===== config.mk =====
export PLATFORM = sky130hd
export DESIGN_NAME = ordered_queue_with_removal_core
export DESIGN_NICKNAME = d
export VERILOG_FILES = /design/src/rtl/ocq_pkg.sv /design/src/rtl/ocq_ram.sv /design/src/rtl/ordered_queue_with_removal_core.sv
export SDC_FILE = /design/constraint.sdc
export NUM_CORES = 1
export LEC_CHECK = 0
export ABC_AREA = 0
export BUFFER_PORTS_ARGS = -buffer_cell sky130_fd_sc_hd__buf_2
export CAP_MARGIN = 40
export CORE_MARGIN = 5
export CORE_UTILIZATION = 45
export CTS_BUF_LIST = sky130_fd_sc_hd__clkbuf_16
export DETAILED_ROUTE_END_ITERATION = 8
export PLACE_DENSITY = 0.67
export SYNTH_ARGS = -nofsm -noshare
export SYNTH_HDL_FRONTEND = slang
export SYNTH_SLANG_ARGS = --single-unit

===== constraint.sdc =====
create_clock -name clock -period 6 [get_ports clock]
set_clock_uncertainty 0.1 [all_clocks]
set_input_delay 0.6 -clock clock [delete_from_list [all_inputs] [get_ports clock]]
set_output_delay 0.6 -clock clock [all_outputs]
set_load 0.005 [all_outputs]

===== src/rtl/ocq_pkg.sv =====
// Package: operation and status codes, sequencer states and defaults for the ordered queue.
package ocq_pkg;

   localparam int DEF_QUEUE_DEPTH  = 16;
   localparam int DEF_NUMBER_WIDTH = 16;
   localparam int OP_W             = 2;
   localparam int FIELD_W          = 16;
   localparam int COUNT_W          = 5;

   typedef enum logic [OP_W-1:0] {
      OP_APPEND = 2'd0,
      OP_POP    = 2'd1,
      OP_REMOVE = 2'd2,
      OP_QUERY  = 2'd3
   } op_type;

   typedef enum logic [1:0] {
      ST_OK        = 2'd0,
      ST_FULL      = 2'd1,
      ST_EMPTY     = 2'd2,
      ST_NOT_FOUND = 2'd3
   } status_type;

   typedef enum logic {
      S_IDLE,
      S_SCAN
   } state_type;

endpackage


===== src/rtl/ocq_ram.sv =====
// Generic simple dual-port RAM with registered read.
module ocq_ram #(
   parameter int WIDTH = 16,
   parameter int DEPTH = 16
) (
   input  logic                     clock,
   input  logic                     wr_en,
   input  logic [$clog2(DEPTH)-1:0] wr_addr,
   input  logic [WIDTH-1:0]         wr_data,
   input  logic [$clog2(DEPTH)-1:0] rd_addr,
   output logic [WIDTH-1:0]         rd_data
);

   logic [WIDTH-1:0] mem [DEPTH];

   always_ff @(posedge clock) begin
      if (wr_en) begin
         mem[wr_addr] <= wr_data;
      end
      rd_data <= mem[rd_addr];
   end

endmodule


===== src/rtl/ordered_queue_with_removal_core.sv =====
// Top level: ordered queue with append, pop, remove and search over one RAM.
//
//   channel  ports                                   handshake
//   req      req_operation, req_car_number           start && !busy
//   rsp      rsp_status .. rsp_entry_count           rsp_strobe, one cycle
//
// Append, and any operation on an empty queue: no scan, busy stays low.
// Pop, remove, query on a non-empty queue: busy scan; the RAM read port walks the
// entries one a cycle, shifted entries go back through the write port.
// Reset clears the count and sequencer; entries need no clearing.
// The receiver cannot stall; each result beat is shown for one cycle.
module ordered_queue_with_removal_core #(
   parameter int QUEUE_DEPTH  = ocq_pkg::DEF_QUEUE_DEPTH,
   parameter int NUMBER_WIDTH = ocq_pkg::DEF_NUMBER_WIDTH
) (
   input  logic                          clock,
   input  logic                          reset,
   input  logic                          start,
   output logic                          busy,
   input  logic [ocq_pkg::OP_W-1:0]      req_operation,
   input  logic [ocq_pkg::FIELD_W-1:0]   req_car_number,
   output logic                          rsp_strobe,
   output logic [1:0]                    rsp_status,
   output logic [ocq_pkg::FIELD_W-1:0]   rsp_popped_number,
   output logic                          rsp_found,
   output logic                          rsp_head_valid,
   output logic [ocq_pkg::FIELD_W-1:0]   rsp_head_number,
   output logic [ocq_pkg::COUNT_W-1:0]   rsp_entry_count
);
   import ocq_pkg::*;

   localparam int IW = $clog2(QUEUE_DEPTH);
   localparam int CW = $clog2(QUEUE_DEPTH + 1);
   localparam int NW = NUMBER_WIDTH;

   state_type        state_ff, state_in;
   op_type           op_ff, op_in;
   logic [NW-1:0]    num_ff, num_in;
   logic [CW-1:0]    occ_ff, occ_in;
   logic [NW-1:0]    head_ff, head_in;
   logic [NW-1:0]    newhead_ff, newhead_in;
   logic [CW-1:0]    rd_cnt_ff, rd_cnt_in;
   logic             dv_ff, dv_in;
   logic [IW-1:0]    dat_idx_ff, dat_idx_in;
   logic             shift_ff, shift_in;
   logic             found_ff, found_in;
   logic             rm_head_ff, rm_head_in;

   logic             rsp_strobe_ff, rsp_strobe_in;
   status_type       rsp_status_ff, rsp_status_in;
   logic [NW-1:0]    rsp_popped_ff, rsp_popped_in;
   logic             rsp_found_ff, rsp_found_in;
   logic [NW-1:0]    rsp_head_ff, rsp_head_in;
   logic [CW-1:0]    rsp_count_ff, rsp_count_in;

   logic             wr_en;
   logic [IW-1:0]    wr_addr;
   logic [NW-1:0]    wr_data;
   logic [IW-1:0]    rd_addr;
   logic [NW-1:0]    rd_data;

   logic [NW-1:0]    req_num;
   op_type           req_op;
   logic             accept;
   logic             match;
   logic             found_now;
   logic             removed;
   logic             last;
   logic             rm_head_now;
   logic [NW-1:0]    head_next;
   logic [CW-1:0]    occ_next;

   assign req_num = NW'(req_car_number);
   assign req_op  = op_type'(req_operation);
   assign busy    = (state_ff == S_SCAN);
   assign accept  = start && !busy;

   ocq_ram #(.WIDTH(NW), .DEPTH(QUEUE_DEPTH)) u_ram (
      .clock   (clock),
      .wr_en   (wr_en),
      .wr_addr (wr_addr),
      .wr_data (wr_data),
      .rd_addr (rd_addr),
      .rd_data (rd_data)
   );

   always_ff @(posedge clock) begin
      if (reset) begin
         state_ff      <= S_IDLE;
         occ_ff        <= '0;
         dv_ff         <= 1'b0;
         rsp_strobe_ff <= 1'b0;
      end else begin
         state_ff      <= state_in;
         occ_ff        <= occ_in;
         dv_ff         <= dv_in;
         rsp_strobe_ff <= rsp_strobe_in;
      end
      op_ff         <= op_in;
      num_ff        <= num_in;
      head_ff       <= head_in;
      newhead_ff    <= newhead_in;
      rd_cnt_ff     <= rd_cnt_in;
      dat_idx_ff    <= dat_idx_in;
      shift_ff      <= shift_in;
      found_ff      <= found_in;
      rm_head_ff    <= rm_head_in;
      rsp_status_ff <= rsp_status_in;
      rsp_popped_ff <= rsp_popped_in;
      rsp_found_ff  <= rsp_found_in;
      rsp_head_ff   <= rsp_head_in;
      rsp_count_ff  <= rsp_count_in;
   end

   always_comb begin
      state_in      = state_ff;
      op_in         = op_ff;
      num_in        = num_ff;
      occ_in        = occ_ff;
      head_in       = head_ff;
      newhead_in    = newhead_ff;
      rd_cnt_in     = rd_cnt_ff;
      dv_in         = 1'b0;
      dat_idx_in    = dat_idx_ff;
      shift_in      = shift_ff;
      found_in      = found_ff;
      rm_head_in    = rm_head_ff;
      rsp_strobe_in = 1'b0;
      rsp_status_in = rsp_status_ff;
      rsp_popped_in = rsp_popped_ff;
      rsp_found_in  = rsp_found_ff;
      rsp_head_in   = rsp_head_ff;
      rsp_count_in  = rsp_count_ff;
      wr_en         = 1'b0;
      wr_addr       = occ_ff[IW-1:0];
      wr_data       = req_num;
      rd_addr       = rd_cnt_ff[IW-1:0];

      match       = dv_ff && !shift_ff && ((op_ff == OP_POP) || (rd_data == num_ff));
      found_now   = found_ff || match;
      removed     = found_now && (op_ff != OP_QUERY);
      last        = dv_ff && (CW'(dat_idx_ff) == occ_ff - 1'b1);
      rm_head_now = rm_head_ff || (match && (dat_idx_ff == '0));
      head_next   = (shift_ff && (dat_idx_ff == IW'(1))) ? rd_data : newhead_ff;
      occ_next    = removed ? occ_ff - 1'b1 : occ_ff;

      unique case (state_ff)
         S_IDLE: begin
            if (accept) begin
               op_in         = req_op;
               num_in        = req_num;
               rsp_strobe_in = 1'b1;
               rsp_status_in = ST_OK;
               rsp_popped_in = '0;
               rsp_found_in  = 1'b0;
               rsp_head_in   = head_ff;
               rsp_count_in  = occ_ff;
               if (req_op == OP_APPEND) begin
                  if (occ_ff == CW'(QUEUE_DEPTH)) begin
                     rsp_status_in = ST_FULL;
                  end else begin
                     wr_en        = 1'b1;
                     occ_in       = occ_ff + 1'b1;
                     rsp_count_in = occ_ff + 1'b1;
                     if (occ_ff == '0) begin
                        head_in     = req_num;
                        rsp_head_in = req_num;
                     end
                  end
               end else if (occ_ff == '0) begin
                  if (req_op == OP_POP) begin
                     rsp_status_in = ST_EMPTY;
                  end else if (req_op == OP_REMOVE) begin
                     rsp_status_in = ST_NOT_FOUND;
                  end
               end else begin
                  rsp_strobe_in = 1'b0;
                  state_in      = S_SCAN;
                  rd_cnt_in     = '0;
                  shift_in      = 1'b0;
                  found_in      = 1'b0;
                  rm_head_in    = 1'b0;
               end
            end
         end
         S_SCAN: begin
            if (rd_cnt_ff < occ_ff) begin
               dv_in      = 1'b1;
               dat_idx_in = rd_cnt_ff[IW-1:0];
               rd_cnt_in  = rd_cnt_ff + 1'b1;
            end
            if (dv_ff) begin
               if (shift_ff) begin
                  wr_en   = 1'b1;
                  wr_addr = dat_idx_ff - 1'b1;
                  wr_data = rd_data;
               end
               if (match) begin
                  found_in = 1'b1;
                  if (op_ff != OP_QUERY) begin
                     shift_in = 1'b1;
                  end
               end
               rm_head_in = rm_head_now;
               newhead_in = head_next;
            end
            if (last) begin
               state_in      = S_IDLE;
               dv_in         = 1'b0;
               occ_in        = occ_next;
               rsp_strobe_in = 1'b1;
               rsp_status_in = ST_OK;
               if ((op_ff == OP_REMOVE) && !found_now) begin
                  rsp_status_in = ST_NOT_FOUND;
               end
               rsp_popped_in = (op_ff == OP_POP) ? head_ff : '0;
               rsp_found_in  = found_now && (op_ff != OP_POP);
               rsp_count_in  = occ_next;
               if (removed && rm_head_now) begin
                  head_in     = head_next;
                  rsp_head_in = head_next;
               end else begin
                  rsp_head_in = head_ff;
               end
            end
         end
         default: begin
            state_in = S_IDLE;
         end
      endcase
   end

   assign rsp_strobe        = rsp_strobe_ff;
   assign rsp_status        = rsp_status_ff;
   assign rsp_popped_number = FIELD_W'(rsp_popped_ff);
   assign rsp_found         = rsp_found_ff;
   assign rsp_head_valid    = (rsp_count_ff != '0);
   assign rsp_head_number   = (rsp_count_ff != '0) ? FIELD_W'(rsp_head_ff) : '0;
   assign rsp_entry_count   = COUNT_W'(rsp_count_ff);

`ifndef SYNTH
   a_occ_bound: assert property (@(posedge clock) disable iff (reset)
      occ_ff <= CW'(QUEUE_DEPTH))
      else $error("occupancy beyond depth");

   a_scan_start: assert property (@(posedge clock) disable iff (reset)
      accept && (req_op != OP_APPEND) && (occ_ff != '0) |=> busy && !rsp_strobe)
      else $error("scan not entered");

   a_scan_result: assert property (@(posedge clock) disable iff (reset)
      busy && (state_in == S_IDLE) |=> rsp_strobe && !busy)
      else $error("scan ended without result");

   a_not_found: assert property (@(posedge clock) disable iff (reset)
      rsp_strobe && (rsp_status == ST_NOT_FOUND) |-> !rsp_found)
      else $error("not found with found flag");
`endif

endmodule

# Word level (Yosys, flattened, before mapping)

Memory sizes are Yosys's and may differ from the RTL's. A register that Yosys moved wholly into a read port is not among the register bits.
Cells that the tools add are included.

Add/sub/neg operators: 4
Order comparisons: 1
Equal/unequal tests: 22
Multiplexer cells: 73
Bitwise logic cells: 1
Reductions and logical operators: 30

Operators by type and width:

| cell                  | number |
|---|---|
| $mux W16              | 14 |
| $pmux W16 S2          | 2 |
| $mux W5               | 9 |
| $mux W1               | 28 |
| $pmux W5 S2           | 2 |
| $eq A16 B16 Y1        | 1 |
| $mux W2               | 7 |
| $pmux W1 S2           | 7 |
| $mux W4               | 3 |
| $ne A2 B1 Y1 const B  | 6 |
| $reduce_and A6 Y1     | 2 |
| $add A5 B1 Y5 const B | 2 |
| $logic_and A1 B1 Y1   | 10 |
| $ne A3 B2 Y1 const B  | 3 |
| $ne A2 B2 Y1 const B  | 4 |
| $reduce_and A2 Y1     | 4 |
| $reduce_and A4 Y1     | 2 |
| $eq A4 B5 Y1          | 1 |
| $eq A5 B5 Y1 const B  | 1 |
| $logic_not A5 Y1      | 1 |
| $lt A5 B5 Y1          | 1 |
| $reduce_and A5 Y1     | 1 |
| $reduce_bool A5 Y1    | 1 |
| $sub A5 B1 Y5 const B | 1 |
| other kinds (12)      | 18 |

Flip-flop bits (word level): 94
Bits in writable memories: 256
Memories kept: 1

Memory list:

| name      | depth | bits a word | rd ports | clocked after memory_dff | wr ports | line          | RTL |
|---|---|---|---|---|---|---|---|
| u_ram.mem | 16    | 16          | 1        | 1                        | 1        | ocq_ram.sv:14 | `logic [WIDTH-1:0] mem [DEPTH];` |

# Logic depth before layout (Yosys ltp)

Gate-level depths: netlist (run 1).

Depth after elaboration: 9
Gate-level depth with buffers: 10

# Cells and area by module

From an unflattened synthesis (run 1), not the netlist that was laid out.

Cell total of the unflattened synthesis: 848
Area, all modules: 14848.0 um^2

By module, submodules not included:

| module                          | instances | cells an instance | area an instance (um^2) | sequential area each (um^2) |
|---|---|---|---|---|
| ocq_ram                         | 1         | 432               | 10042.1                 | 8007.7 |
| ordered_queue_with_removal_core | 1         | 416               | 4805.9                  | 2742.6 |

# Worst setup path after synthesis (run 1)

OpenSTA, ideal clock, no wires.

Path kind: register to register
Start point: register occ_ff[1]
End point: register rsp_head_ff[0], enable pin
Setup time: 414 ps
Data arrival time: 2921 ps
Slack: 2565 ps
Cell stages (with the launch flop): 8
Path buffers: 0
Clock period less this slack: 3435 ps
Cell sequence: dfxtp_1 -> inv_1 -> ha_1 -> xor2_1 -> nand3_1 -> a211oi_4 -> nand2_1 -> o31ai_1

Longest elaborated chain between the ends: 5
Elaborated cells between the ends (all ways): 10
Those cells by class: 1 x add/sub; 6 x eq/ne; 3 x reduce/logical

Ends and longest elaborated chain:

| what                                                   | line                                   | RTL |
|---|---|---|
| start, declared                                        | ordered_queue_with_removal_core.sv:39  | `logic [CW-1:0] occ_ff, occ_in;` |
| start signal, assigned                                 | ordered_queue_with_removal_core.sv:95  | `occ_ff <= occ_in;` |
| $sub A5 B1 Y5                                          | ordered_queue_with_removal_core.sv:142 | `last = dv_ff && (CW'(dat_idx_ff) == occ_ff - 1'b1);` |
| $eq A4 B5 Y1                                           | ordered_queue_with_removal_core.sv:142 |  |
| $logic_and A1 B1 Y1                                    | ordered_queue_with_removal_core.sv:142 |  |
| $ne A3 B2 Y1 (no line) or $ne A2 B1 Y1 (tied branches) | n/a                                    |  |
| $reduce_and A6 Y1 (no line) (*)                        | n/a                                    |  |
| end signal, assigned                                   | ordered_queue_with_removal_core.sv:111 | `rsp_head_ff <= rsp_head_in;` |
| end, declared                                          | ordered_queue_with_removal_core.sv:53  | `logic [NW-1:0] rsp_head_ff, rsp_head_in;` |

Every way passes the cells marked *; elsewhere a longest branch is shown, timed or not.
A chain may end at the register's enable or synchronous reset.

# Worst setup path in the final report (run 1)

Start point: register state_ff, in the netlist busy
End point: memory u_ram.mem[8][3], enable pin

Longest elaborated chain between the ends: 6
Elaborated cells between the ends (all ways): 8
Those cells by class: 5 x mux; 1 x bitwise; 2 x reduce/logical

Ends and longest elaborated chain:

| what                          | line                                   | RTL |
|---|---|---|
| start, declared               | ordered_queue_with_removal_core.sv:36  | `state_type state_ff, state_in;` |
| start signal, assigned        | ordered_queue_with_removal_core.sv:94  | `state_ff <= state_in;` |
| $logic_not A1 Y1              | ordered_queue_with_removal_core.sv:76  | `assign accept = start && !busy;` |
| $logic_and A1 B1 Y1           | ordered_queue_with_removal_core.sv:76  |  |
| $mux W1                       | ordered_queue_with_removal_core.sv:149 | `if (accept) begin` |
| $pmux W1 S2                   | ordered_queue_with_removal_core.sv:147 | `unique case (state_ff)` |
| $mux W1                       | ocq_ram.sv:17                          | `if (wr_en) begin` |
| $mux W1 (not written as such) | ocq_ram.sv:18                          | `mem[wr_addr] <= wr_data;` |
| end, declared                 | ocq_ram.sv:14                          |  |

Several ways; a longest one is shown, not always the timed one.

==> impl_metrics.json, run 1 <==
{
  "timing.critical_path.from_type": "flop",
  "drc_errors": 0,
  "design.die.area_um2": 37030,
  "path_max_fanout": 63,
  "cts-htree-levels": 2,
  "cp-end-kind": "flop",
  "synth-seq-area-share_pct": 71.79,
  "cts_buffers": 38,
  "numClockSinks": 366,
  "cts_buffer_depth": 3,
  "placeable_core_region_um2": 32700,
  "dp_hpwl_mm": 22.39,
  "r2r_end": "u_ram.mem[8][3]",
  "antenna_found_initial": 1,
  "vias_per_cell": 5.564,
  "layout_min_cycle_time_ps": 3444,
  "async_reset_ff_share_pct": 0,
  "hold_violations_final": 0,
  "grt_pass1_vias": 7482,
  "slew_violations": 0,
  "yosysMostFrequentCell": "edfxtp_1",
  "rows": 66,
  "clockPowerShare_pct": 39.2,
  "slowest_library_cell_on_the_worst_path": "and3_1",
  "routabilityCongestion": 0.8234,
  "drt_pre_antenna_iters": 5,
  "internal_power_w": 0.004270,
  "grt_setup_unrepaired": "false",
  "wl_per_cell_um": 23.91,
  "total_routing_usage_gr_pct": 17.99,
  "power_density_nw_per_um2": 321.5,
  "clkSlewWorstSetupHoldPaths_ps": 60,
  "reg2regPathDepth": 6,
  "finalSetupViolations": 0,
  "synth_common_cells": "edfxtp_1, mux4_2, nand2_1",
  "post_synth_main_area_contributors": "edfxtp_1, mux4_2, dfxtp_1",
  "hold_path.startpoint": "req_operation[0]",
  "design.portCount": 64,
  "via_count": 7667,
  "req_time_crit_path_ps": 6040,
  "p_sw_w": 0.001232,
  "arrival_time_at_the_worst_endpoint_ps": 3480,
  "synth_ff_type": "edfxtp_1",
  "max_cap_viol_count": 0,
  "die-height_um": 192.4,
  "crit_path_max_incr_delay_ps": 770,
  "hold_path_depth": 1,
  "postCtsSetupRepairBufs": 0,
  "synth_area_um2": 14970,
  "synthesis.yosys.warnings": 0,
  "worst_max_slew_margin_expressed_relative_to_the_limit_pct": 35.75,
  "synth_top_cell_by_area": "edfxtp_1",
  "switching_fraction_of_total_power_pct": 22.40,
  "initial_core_util_pct": 45.79,
  "vdd_drop_max_uv": 203.9,
  "hold_end": "op_ff[0]",
  "synthToLayoutAreaGrowth_pct": 14.29,
  "min_period_over_period_pct": 57.40,
  "fp.dieW_um": 192.4,
  "ctsResizeCount": 0,
  "antenna-diode-count": 0,
  "cts_hold_repair.buffers": 0,
  "holdCritPathClass": "in2reg",
  "synth_edf_count": 342,
  "fmax_mhz": 290.4,
  "grt_start_max_net_pins": 64,
  "gr-total-overflow": 0,
  "wl_mm": 32.94,
  "synth_largest_type_area_fraction_pct": 68.58,
  "port-buffer-count": 63,
  "outcome": "completed",
  "post_synth.cell_area_avg_um2": 18.31,
  "nNetsFinal": 940,
  "criticalPathCategory": "reg2reg",
  "fill_cells": 2608,
  "postRouteAntennaNets": 0,
  "detailedRoute.firstIterationViolations": 642,
  "syn-num-nets": 851,
  "finalNonFillerCells": 1378,
  "layout.area.seq_um2": 10750,
  "worstPathCellList": "buf_4, and3_1, nand3_1, o31ai_1, nand2_1, nor2_2",
  "timing.setup.tns_ps": 0,
  "drive_above_1_share_pct": 29.38,
  "power.share.sequential_pct": 53.0,
  "clock-root-buffer": "clkbuf_16",
  "dpl.cell_count": 1307,
  "timing_worst_slew_pin_value_ps": 961.8,
  "worst_skew_pair.late_latency_ps": 530,
  "multi_input_area_um2": 4000,
  "cts_tree": "yes",
  "timing.rr.start": "busy",
  "wire_length_of_the_first_global_routing_pass_mm": 48.71,
  "leakagePower_nw": 5.811,
  "combPwrFrac_pct": 7.8,
  "synth-seq-cells": 366,
  "ff2ff_setup_slack_ps": 2560,
  "synth.lib_cells_used.distinct": 59,
  "post_synth_inst_count": 818
}
[per-stage QoR]
step | area, um2 | total power (W) | utilization, % | hold WS, ps | setup slack (ps)
after floorplan | 14970 | 0.003235 | - | 348.6 | 2565
after global placement | 15740 | 0.003390 | 48.14 | 439.7 | 2379
after detailed placement | 15930 | 0.003402 | 48.70 | 442.7 | 2578
after CTS | 17080 | 0.005552 | 52.24 | 153.7 | 2528
after global routing | 17110 | 0.005691 | 52.33 | 167.0 | 2328
final | 17110 | 0.005502 | 52.33 | 172.5 | 2556
[power by group through the flow]
stage | clock network [W] | logic, W | registers (W)
2_1_floorplan | 0 | 0.000289 | 0.00295
3_3_place_gp | 0 | 0.000421 | 0.00297
3_5_place_dp | 0 | 0.000436 | 0.00297
4_1_cts | 0.00220 | 0.000438 | 0.00291
5_1_grt | 0.00231 | 0.000465 | 0.00292
6_report | 0.00216 | 0.000432 | 0.00291
[cells in the final DEF (no fill, tap or decap), drive strengths merged, types with 2 or more instances in the layout]
master and count:
a211oi 3, a21o 3, a21oi 10, a41oi 2, and2 5, and3 21
buf 88, clkbuf 39, clkinv 19, clkinvlp 3, dfxtp 24, edfxtp 342
ha 12, inv 22, mux2 33, mux4 80, nand2 68, nand2b 5
nand3 9, nand4 3, nor2 34, nor2b 24, nor3 10, nor4 4
o21a 4, o21ai 15, o31ai 4, xnor2 11, xor2 20
[routing by layer]
metal  vias up  routed length (um)  share of wire (%)  global-route usage (%)
met4         0                 958                2.9                   5.842
li1       3398                   -                  -                       -
met5         -                   0                  0                       0
met1      3914               13900                 42                   25.02
met3        49                2570                7.8                   4.161
met2       306               15510                 47                   28.42
[cell families after synthesis]
family | count (synthesis) | share of synthesized area, %
mux | 114 | 14.61
buf+inv | 54 | 1.796
flops | 366 | 71.79
xor+xnor | 31 | 1.813
fa+ha+maj | 12 | 1.003
compound gates | 53 | 2.599
simple gates | 188 | 6.392
[worst max-delay path: cells and delay by family (launching register included)]
family	cells	cell delay, ps
buffers and inverters	1	500
and+or+nand+nor	4	2020
DFF	1	320
AOI/OAI and AO/OA	1	110
[registers in the layout, summed over array words and instances (netlist names), 2 cells and up]
signal and cells:
rsp_head_ff 16, newhead_ff 16, occ_ff 5, rsp_popped_number 16, rd_cnt_ff 5, dat_idx_ff 4
rsp_status 2, num_ff 16, u_ram.mem 256, u_ram.rd_data 16, op_ff 2, rsp_entry_count 5
[layout make-up]
class	count	share of cell area (%)
clock inverter	30	1.060
sequential	366	62.82
clock buffer	39	5.703
tap	442	3.231
timing repair buffer	88	3.465
multi-input combinational	398	23.37
inverter	15	0.3436
[how the worst max path moves through the flow]
| stage | end | cells past startpoint | from |
|---|---|---|---|
| floorplan | rsp_head_ff[0] | 7 | occ_ff[1] |
| global placement | u_ram.mem[3][11] | 5 | busy |
| detailed placement | u_ram.mem[2][7] | 9 | busy |
| CTS | u_ram.mem[8][8] | 6 | busy |
| global route | u_ram.mem[8][3] | 6 | busy |
| finish | u_ram.mem[8][3] | 6 | busy |
(Power assumes the default switching activity.)
==> run 2: changes to the inputs <==
Settings changed: ABC_AREA 0 to 1.
Clock period 6 ns to 3.2 ns, I/O delays scaled along.
==> impl_metrics.json, run 2 <==
{
  "outcome": "completed",
  "cts_buffer_depth": 3,
  "post_synth_main_area_contributors": "edfxtp_1, nor2_1, nand2_1",
  "layout.cells.most_common": "edfxtp_1",
  "hold_violations_final": 0,
  "grt_setup_unrepaired": "false",
  "regMostFlops": "u_ram.mem",
  "cts_hold_repair.buffers": 19,
  "synth.lib_cells_used.distinct": 34,
  "nNetsFinal": 1440,
  "placeable_core_region_um2": 33450,
  "fmax_mhz": 370.4,
  "cts_buffers": 39,
  "worst_max_slew_margin_expressed_relative_to_the_limit_pct": 52.30,
  "clkSlewWorstSetupHoldPaths_ps": 60,
  "slew_violations": 0,
  "antenna_found_initial": 0,
  "ctsResizeCount": 0,
  "vias_per_cell": 5.147,
  "design.portCount": 64,
  "synthToLayoutAreaGrowth_pct": 16.77,
  "postCtsSetupRepairBufs": 0,
  "initial_core_util_pct": 45.53,
  "rows": 67,
  "numClockSinks": 366,
  "synth_compound_area_share_pct": 8.963,
  "layout_min_cycle_time_ps": 2700,
  "detailedRoute.firstIterationViolations": 797,
  "leakagePower_nw": 6.899,
  "cts-htree-levels": 2,
  "largest_register_ffs": 256,
  "synth_top_cell_by_area": "edfxtp_1",
  "timing.critical_path.from_type": "flop",
  "synth_area_um2": 15230,
  "final_cell_mix": "edfxtp_1, nand2_1, nor2_1, inv_1, o21ai_0",
  "total_routing_usage_gr_pct": 17.19,
  "power_density_nw_per_um2": 658.1,
  "max_cap_viol_count": 0,
  "postRouteAntennaNets": 0,
  "post_synth_inst_count": 1295,
  "grt_pass1_vias": 9394,
  "timing.setup.tns_ps": 0,
  "cp-end-kind": "flop",
  "wire_length_of_the_first_global_routing_pass_mm": 52.52,
  "path_max_fanout": 7,
  "yosys.area_share.xor_xnor_pct": 0.5669,
  "finalSetupViolations": 0,
  "min_period_over_period_pct": 84.38,
  "synth-simple-area-share_pct": 11.92,
  "yosysMostFrequentCell": "edfxtp_1",
  "largest_family_of_logic_cells_by_synthesized_area": "simple AND/OR/NAND/NOR gates",
  "gr-total-overflow": 0,
  "port-buffer-count": 63,
  "post_synth.cell_area_avg_um2": 11.76,
  "post_route_total_power_w": 0.01170,
  "synth_fa_ha_area_share_pct": 0.9859,
  "synth_ff_type": "edfxtp_1",
  "synth_largest_type_area_fraction_pct": 67.43,
  "synth_common_cells": "edfxtp_1, nor2_1, nand2_1",
  "synth_edf_count": 342,
  "synthesis.yosys.warnings": 0,
  "routabilityCongestion": 0.8680,
  "cts_tree": "yes",
  "criticalPathCategory": "reg2reg",
  "syn-num-nets": 1328,
  "design.die.area_um2": 37620,
  "die-height_um": 194.0,
  "antenna-diode-count": 0,
  "wl_per_cell_um": 17.53,
  "drt_pre_antenna_iters": 5,
  "worst_skew_pair.late_latency_ps": 520,
  "holdCritPathClass": "in2reg",
  "arrival_time_at_the_worst_endpoint_ps": 2830,
  "drive_above_1_share_pct": 14.34,
  "via_count": 9703,
  "wl_mm": 33.05,
  "grt_start_max_net_pins": 132,
  "dp_hpwl_mm": 20.83,
  "async_reset_ff_share_pct": 0,
  "clock-root-buffer": "clkbuf_16",
  "drc_errors": 0,
  "mux_share_of_post_synthesis_cell_area_pct": 1.709,
  "req_time_crit_path_ps": 3330,
  "synth-seq-area-share_pct": 70.59,
  "fp.dieW_um": 194.0,
  "timing_worst_slew_pin_value_ps": 708.1,
  "synth-seq-cells": 366,
  "vdd_drop_max_uv": 403.3
}
==> run 2: where the power goes <==
part / total (W) / internal [W] / leakage, nW / switching [W]
clock: 0.00437 / 0.00263 / 0.647 / 0.00174
sequential: 0.00562 / 0.00548 / 3.32 / 0.000135
combinational: 0.00171 / 0.000552 / 2.93 / 0.00116
total: 0.0117 / 0.00867 / 6.90 / 0.00304
==> run 2: final timing paths <==
kind | start | to | slack [ps] | cells after the start
worst min-delay path | start | op_ff[0] | 190 | 3
worst max register to register | occ_ff[0] | u_ram.mem[11][9] | 500 | 9
worst min register to register | rsp_head_ff[3] | rsp_popped_number[3] | 470 | 2
worst max-delay path | occ_ff[0] | u_ram.mem[11][9] | 500 | 9
==> run 2: metrics by stage <==
step	hold slack, ps	cell area (um2)	worst slack (ps)	std cells	utilization, %
2_1_floorplan	289.1	15230	80.94	1295	-
3_3_place_gp	415.8	16330	633.1	1795	48.83
3_5_place_dp	412.5	16330	550.8	1795	48.83
4_1_cts	165.3	17780	510.3	1885	53.17
5_1_grt	233.7	17780	291.2	1885	53.17
6_report	194.5	17780	500.0	1885	53.17
==> run 2: layer usage <==
metal	GRT usage [%]	up-vias	share of wire [%]
met5	0	-	0
met4	4.063	0	1.6
met3	3.805	47	7.0
met2	26.87	302	46
met1	24.86	4589	46
li1	-	4765	-
==> run 2: worst max-delay path, cell delays in order, from the launching register on <==
cell and delay [ps]:
dfxtp_1 420, inv_1 180, ha_1 280, nand3_1 130, nor2_1 70, o31ai_1 230, buf_4 190, nand3_1 210
nor2_2 370, buf_4 220
==> run 2: kinds of logic after synthesis <==
logic type      Yosys count
xor+xnor                  9
simple gates            455
buf+inv                 209
mux                      26
compound gates          218
flops                   366
fa+ha+maj                12
==> run 2: cell type report <==
cell class / count / area, um2
fill: 2783 / 15670
sequential: 366 / 10750
multi-input combinational: 720 / 3722
clock buffer: 41 / 1026
timing repair buffer: 133 / 938.4
tap: 448 / 560.5
inverter: 147 / 551.8
clock inverter: 30 / 234.0
